$ cat src/hdl/assert_macros.svh
// assertion macros used by pgcs_back
`ifndef ASSERT_MACROS_SVH
`define ASSERT_MACROS_SVH
`ifndef SYNTH
`define PGCS_ASSERT(lbl, clk, rst, expr) \
  lbl: assert property (@(posedge clk) disable iff (rst) (expr)) \
    else $error("assertion failed");
`define PGCS_ASSERT_NEXT(lbl, clk, rst, ante, cons) \
  lbl: assert property (@(posedge clk) disable iff (rst) (ante) |=> (cons)) \
    else $error("assertion failed");
`else
`define PGCS_ASSERT(lbl, clk, rst, expr)
`define PGCS_ASSERT_NEXT(lbl, clk, rst, ante, cons)
`endif
`endif

$ cat src/hdl/pgcs_pkg.sv
// shared types and constants of the polar grid smoother
`default_nettype none
package pgcs_pkg;
  localparam int ROWS_DEF       = 30;
  localparam int COLS_DEF       = 60;
  localparam int MAX_RADIUS_DEF = 8;
  localparam int Q_DEPTH        = 2;
  localparam int OUT_W          = 23;
  localparam logic [OUT_W-1:0] OUT_MAX = 23'h7fffff;
  localparam logic CMD_WRITE = 1'b0;
  localparam logic CMD_READ  = 1'b1;

  typedef struct packed {
    logic        command;
    logic [4:0]  row;
    logic [5:0]  col;
    logic [15:0] value;
  } item_t;
endpackage
`default_nettype wire

$ cat src/hdl/pgcs_front.sv
// command intake and short queue in front of the engine
`default_nettype none
module pgcs_front (
  input  wire logic          clk,
  input  wire logic          rst,
  input  wire logic          start,
  output logic               busy,
  input  wire pgcs_pkg::item_t in_item,
  output logic               out_valid,
  output pgcs_pkg::item_t    out_item,
  input  wire logic          out_ready
);
  localparam int PTR_W = (pgcs_pkg::Q_DEPTH > 1) ? $clog2(pgcs_pkg::Q_DEPTH) : 1;
  localparam int CNT_W = $clog2(pgcs_pkg::Q_DEPTH + 1);

  pgcs_pkg::item_t q [pgcs_pkg::Q_DEPTH];
  logic [PTR_W-1:0] wptr;
  logic [PTR_W-1:0] rptr;
  logic [CNT_W-1:0] count;
  logic push;
  logic pop;

  assign busy      = (count == CNT_W'(pgcs_pkg::Q_DEPTH));
  assign push      = start && !busy;
  assign out_valid = (count != '0);
  assign pop       = out_valid && out_ready;
  assign out_item  = q[rptr];

  always_ff @(posedge clk) begin
    if (push) begin
      q[wptr] <= in_item;
    end
  end

  always_ff @(posedge clk) begin
    if (rst) begin
      wptr  <= '0;
      rptr  <= '0;
      count <= '0;
    end else begin
      if (push) begin
        wptr <= (wptr == PTR_W'(pgcs_pkg::Q_DEPTH - 1)) ? '0 : wptr + 1'b1;
      end
      if (pop) begin
        rptr <= (rptr == PTR_W'(pgcs_pkg::Q_DEPTH - 1)) ? '0 : rptr + 1'b1;
      end
      count <= count + CNT_W'(push) - CNT_W'(pop);
    end
  end
endmodule
`default_nettype wire

$ cat config.mk
export PLATFORM = sky130hd
export DESIGN_NAME = pgcs_front
export DESIGN_NICKNAME = d
export VERILOG_FILES = /design/src/hdl/assert_macros.svh /design/src/hdl/pgcs_pkg.sv /design/src/hdl/pgcs_front.sv
export SDC_FILE = /design/constraint.sdc
export NUM_CORES = 1
export LEC_CHECK = 0
export BUFFER_PORTS_ARGS = -buffer_cell sky130_fd_sc_hd__buf_4
export CAP_MARGIN = 20
export CELL_PAD_IN_SITES_DETAIL_PLACEMENT = 0
export CELL_PAD_IN_SITES_GLOBAL_PLACEMENT = 1
export CORE_MARGIN = 2
export CORE_UTILIZATION = 43
export CTS_BUF_LIST = sky130_fd_sc_hd__clkbuf_16
export DETAILED_ROUTE_END_ITERATION = 6
export GPL_ROUTABILITY_DRIVEN = 1
export PLACE_DENSITY = 0.77
export SETUP_SLACK_MARGIN = 0.02
export SYNTH_ARGS = -nofsm -noshare
export SYNTH_HDL_FRONTEND = slang
export SYNTH_SLANG_ARGS = --single-unit
$ cat constraint.sdc
create_clock -name clk -period 2.02 [get_ports clk]
set_input_delay 0.404 -clock clk [delete_from_list [all_inputs] [get_ports clk]]
set_output_delay 0.404 -clock clk [all_outputs]
set_load 0.01 [all_outputs]
; Yosys cells after proc, flatten, opt, wreduce, memory -nomap -nowiden
; Memories as Yosys holds them, arrays and structs flattened. A register that Yosys moved wholly into a read port is not among the register bits.
; Cells that the tools add are included.
[classes]
addsub = 4
n_eq_ne = 1
n_mux = 6
reduce_logical = 4
[op_table]
columns = cell, n
row1 = 1-bit two-way mux, 6
row2 = "1-bit adder, second input constant", 2
row3 = 2-bit by 1-bit adder with 2-bit output, 1
row4 = "2-bit == test, second input constant", 1
row5 = 1-bit logical AND, 2
row6 = 2-bit nonzero test, 1
row7 = 2-bit by 1-bit subtractor with 2-bit output, 1
row8 = 1-bit logical NOT, 1
[word_totals]
ff_bits = 4
ram_bits = 56
input_bits = 32
output_inout_bits = 30
wordCells = 19
n_memories = 1
[memory_table]
columns = memory, depth, word_bits, read_ports, rd_ports_with_merged_regs, wr, line_no
row1 = q, 2, 28, 1, 1, 1, pgcs_front.sv:16  ; pgcs_pkg::item_t q [pgcs_pkg::Q_DEPTH];

; Logic depth before layout (Yosys ltp)
[depth]
word_depth = 5
mapped_depth = 8

; Worst setup path before layout
; OpenSTA, ideal clock, no wires.
[synth_path]
path_kind = flip-flop to flip-flop
startpoint = register count[0]
endpoint = memory q[0][0] in the netlist's numbering (enable)
t_arrival_ns = 1.416
required_time_ns = 1.637
path_slack_ns = 0.222
path_stages_with_launch = 5
n_path_buf = 0
cell_sequence = dfxtp_1 -> nand2b_2 -> inv_2 -> or3_1 -> inv_1
[synth_via]
elab_chain_cells = 5
[synth_rtl]
columns = element, line_no
row1 = "start, declared", pgcs_front.sv:19  ; logic [CNT_W-1:0] count;
row2 = "start signal, assigned", pgcs_front.sv:47  ; count <= count + CNT_W'(push) - CNT_W'(pop);
row3 = 2-bit == test, pgcs_front.sv:23  ; assign busy = (count == CNT_W'(pgcs_pkg::Q_DEPTH));
row4 = named net busy, pgcs_front.sv:7  ; output logic busy,
row5 = 1-bit logical NOT, pgcs_front.sv:24  ; assign push = start && !busy;
row6 = 1-bit logical AND, pgcs_front.sv:24
row7 = 1-bit two-way mux, pgcs_front.sv:30  ; if (push) begin
row8 = 1-bit two-way mux (not written as such), pgcs_front.sv:31  ; q[wptr] <= in_item;
row9 = "end, declared", pgcs_front.sv:16
; The timed path passes the listed nets, and every way through them passes these cells.

==> run_results.csv <==
group,metric,value,unit
job,cap_violations,0,
clocking,ctsResizeCount,0,
hold_path,hold_path.startpoint,"in_item[14]",
global_routing,grt_pass1_vias,1323,
global_routing,grt_pass1_wl,6270,um
setup_path,reg2reg_depth,8,
clocking,insertion_delay,0.32,ns
global_routing,grt.total_usage,14.7,%
setup_path,cpMaxStageDelayCell,"dfxtp_1",
setup_path,path_delay_family,"flip-flops",
yosys,synth-seq-cells,61,
clocking,hold_buffers,0,
pwr,vdd_drop_max,0.747,mV
pwr,pwr-share-clk,33.8,%
setup_path,critPathMaxStageDelay,0.36,ns
pwr,switchingPower,1.06,mW
pwr,leakage,1.22,nW
floorplanning,dieArea,5860,um2
pwr,power.density,1340,nW/um2
yosys,ys_seq_area_share,78.8,%
clocking,cts_buffers,9,
timing,setup_tns,0,ns
timing,fmax,0.553,GHz
timing,max-slew-margin-rel,74.2,%
setup_path,r2r_slack,0.43,ns
clocking,post_cts_buffers,0,
yosys,yosys_warnings,0,
yosys,synth.avg_cell_area,19.8,um2
floorplanning,core.rowCount,26,
route,dr_total_vias,1189,
pwr,power_frac_comb,26.0,%
floorplanning,dieWidth,76.5,um
clocking,clkSlewWorstSetupHoldPaths,0.05,ns
finish,layout_commonest_cell,"buf_4",
finish,diodes,0,
timing,setup_viol,0,
floorplanning,core-area,5110,um2
timing,tightest_slew,0.387,ns
finish,num-nets-final,220,
yosys,synth_cell_types,22,
finish,layout_common_cells,"buf_4, edfxtp_1, mux2_1",
setup_path,cp-end-kind,"primary output",
pwr,seqPwrFrac,40.2,%
setup_path,timing.rr.start,"count[0]$_SDFF_PP0_",
yosys,yosys.area.top_type_share,74.3,%
finish,fin_area,3120,um2
global_routing,antenna_found_initial,0,
yosys,synthCells,114,
yosys,synth.area.top_cells,"edfxtp_1, mux2_1, dfxtp_1, ha_1, buf_6",
floorplanning,io_pins,62,
place,place_area,2840,um2
floorplanning,start_util,44.3,%
status,status,"completed",
route,drt_wl_total,3860,um
pwr,p_int,3.12,mW
clocking,h-tree-depth,3,
hold_path,whs_endpoint,"q[0][14]$_DFFE_PP_",
yosys,synth_largest_area_cell,"edfxtp_1",
setup_path,setup.worst_path.class,"flop to primary output",
setup_path,cp_data_required_time,1.62,ns
setup_path,critical_path_buf_inv_count,2,
timing,rsz0062_at_grt,"false",
clocking,clk_path_buf_depth,2,
setup_path,arrival,1.40,ns
timing,fin_crit,1.81,ns
clocking,cts.sink_count,61,
place,gp_congestion,0.661,
setup_path,path_cells,"buf_12 -> mux2_1 -> buf_4",
hold_path,hold_path_depth,1,
route,routedWlPerCell,14.8,um
timing,finalCritPeriodShare,89.5,%
clocking,cts-root-buf,"clkbuf_16",
timing,hold_viol_final,0,
finish,syn_to_final_growth,37.9,%
yosys,syn_nets,148,
pwr,p_sw_share,25.3,%
yosys,syn_area,2260,um2
floorplanning,dieHeight,76.5,um
route,drtIter0Drc,57,
place,post-dp-hpwl,2660,um
timing,drv_slew,0,
route,first_pass_iters,4,
global_routing,grt_max_degree,29,
route,drc_errors,0,
hold_path,hold_path.class,"primary input to flop",
finish,drive_gt1_share,43.2,%
setup_path,worstSetupStartpointType,"flop",
route,ant_nets,0,
global_routing,overflow,0,
timing,fin_skew,0.00520,ns
setup_path,cp_max_fo,28,
place,portBuffers,61,
setup_path,timing.rr.end,"count[1]$_SDFF_PP0_",
clocking,cts_tree,"done",
route,viasPerCell,4.57,
==> worst reg2reg max path, stage by stage (launching register included) <==
cell	delay, ns
dfxtp_1	0.36
nand2b_2	0.16
nand2_1	0.07
ha_1	0.27
inv_1	0.04
ha_1	0.18
xor2_1	0.15
and2_1	0.16
nor3_1	0.13
==> layer usage <==
metal  global-route usage [%]  wire length [um]  part of all wire (%)  up-vias
li1                         -                 -                     -      582
met1                     15.8              1520                    39      563
met2                     24.3              1990                    52       38
met3                     6.87               282                   7.3        6
met4                     7.09                63                   1.6        0
met5                        0                 0                     0        -
==> Yosys cell counts <==
| master | count |
|---|---|
| or3_1 | 1 |
| nor2b_1 | 1 |
| xor2_1 | 1 |
| xnor2_1 | 1 |
| o21ai_0 | 1 |
| nor3_1 | 1 |
| buf_2 | 1 |
| and2_1 | 1 |
| buf_6 | 2 |
| and3_2 | 1 |
| nand2_1 | 1 |
| o21a_2 | 1 |
| nand2b_2 | 1 |
| dfxtp_1 | 5 |
| inv_1 | 3 |
| edfxtp_1 | 56 |
| nor2_1 | 3 |
| inv_2 | 1 |
| ha_1 | 2 |
| a21oi_1 | 1 |
| or2_2 | 1 |
| mux2_1 | 28 |
==> cell type report <==
cell class | instances | area, um2
Multi-Input combinational cell | 46 | 438
Fill cell | 400 | 1990
Inverter | 4 | 15.0
Tap cell | 70 | 87.6
Timing Repair Buffer | 64 | 518
Clock inverter | 6 | 55.1
Clock buffer | 9 | 225
Sequential cell | 61 | 1780
==> stage by stage <==
step                total power, mW  utilization (%)  hold slack (ns)  setup slack (ns)  std cells
floorplan                      2.28                -            0.451             0.222        114
global placement               2.77             55.6            0.468             0.450        245
detailed placement             2.81             55.6            0.497             0.374        245
CTS                            4.24             61.1            0.261             0.187        260
global route                   4.40             61.1            0.255             0.160        260
finish                         4.18             61.1            0.268             0.213        260
==> state kept, by name, summed over array words and instances (netlist names), named ones only <==
| register | cells |
|---|---|
| q | 56 |
| count | 2 |
| rptr | 1 |
| wptr | 1 |
==> power by group through the flow <==
stage | combinational, mW | sequential, mW | clock, mW
CTS | 1.12 | 1.68 | 1.44
detailed placement | 1.11 | 1.71 | 0
global route | 1.19 | 1.70 | 1.51
global placement | 1.08 | 1.69 | 0
finish | 1.09 | 1.68 | 1.41
floorplan | 0.598 | 1.68 | 0
==> kinds of logic after synthesis <==
kind of cell,synth area share (%)
AO/OA/AOI/OAI,0.829
XOR/XNOR,0.774
adder cells (fa/ha/maj),1.11
buffers and inverters,1.88
flip-flops,78.8
multiplexers,13.9
AND/OR/NAND/NOR,2.71
==> worst max path at each step <==
| stage | start | end | slack, ns | cells after the start |
|---|---|---|---|---|
| floorplan | count[0]$_SDFF_PP0_ | q[0][0]$_DFFE_PP_ | 0.22 | 4 |
| global placement | out_ready | count[1]$_SDFF_PP0_ | 0.45 | 8 |
| detailed placement | out_ready | count[1]$_SDFF_PP0_ | 0.37 | 8 |
| CTS | flop | out_item[12] | 0.19 | 3 |
| global route | flop | out_item[5] | 0.16 | 3 |
| finish | flop | out_item[12] | 0.21 | 3 |
Power figures use the tool's default switching activity.
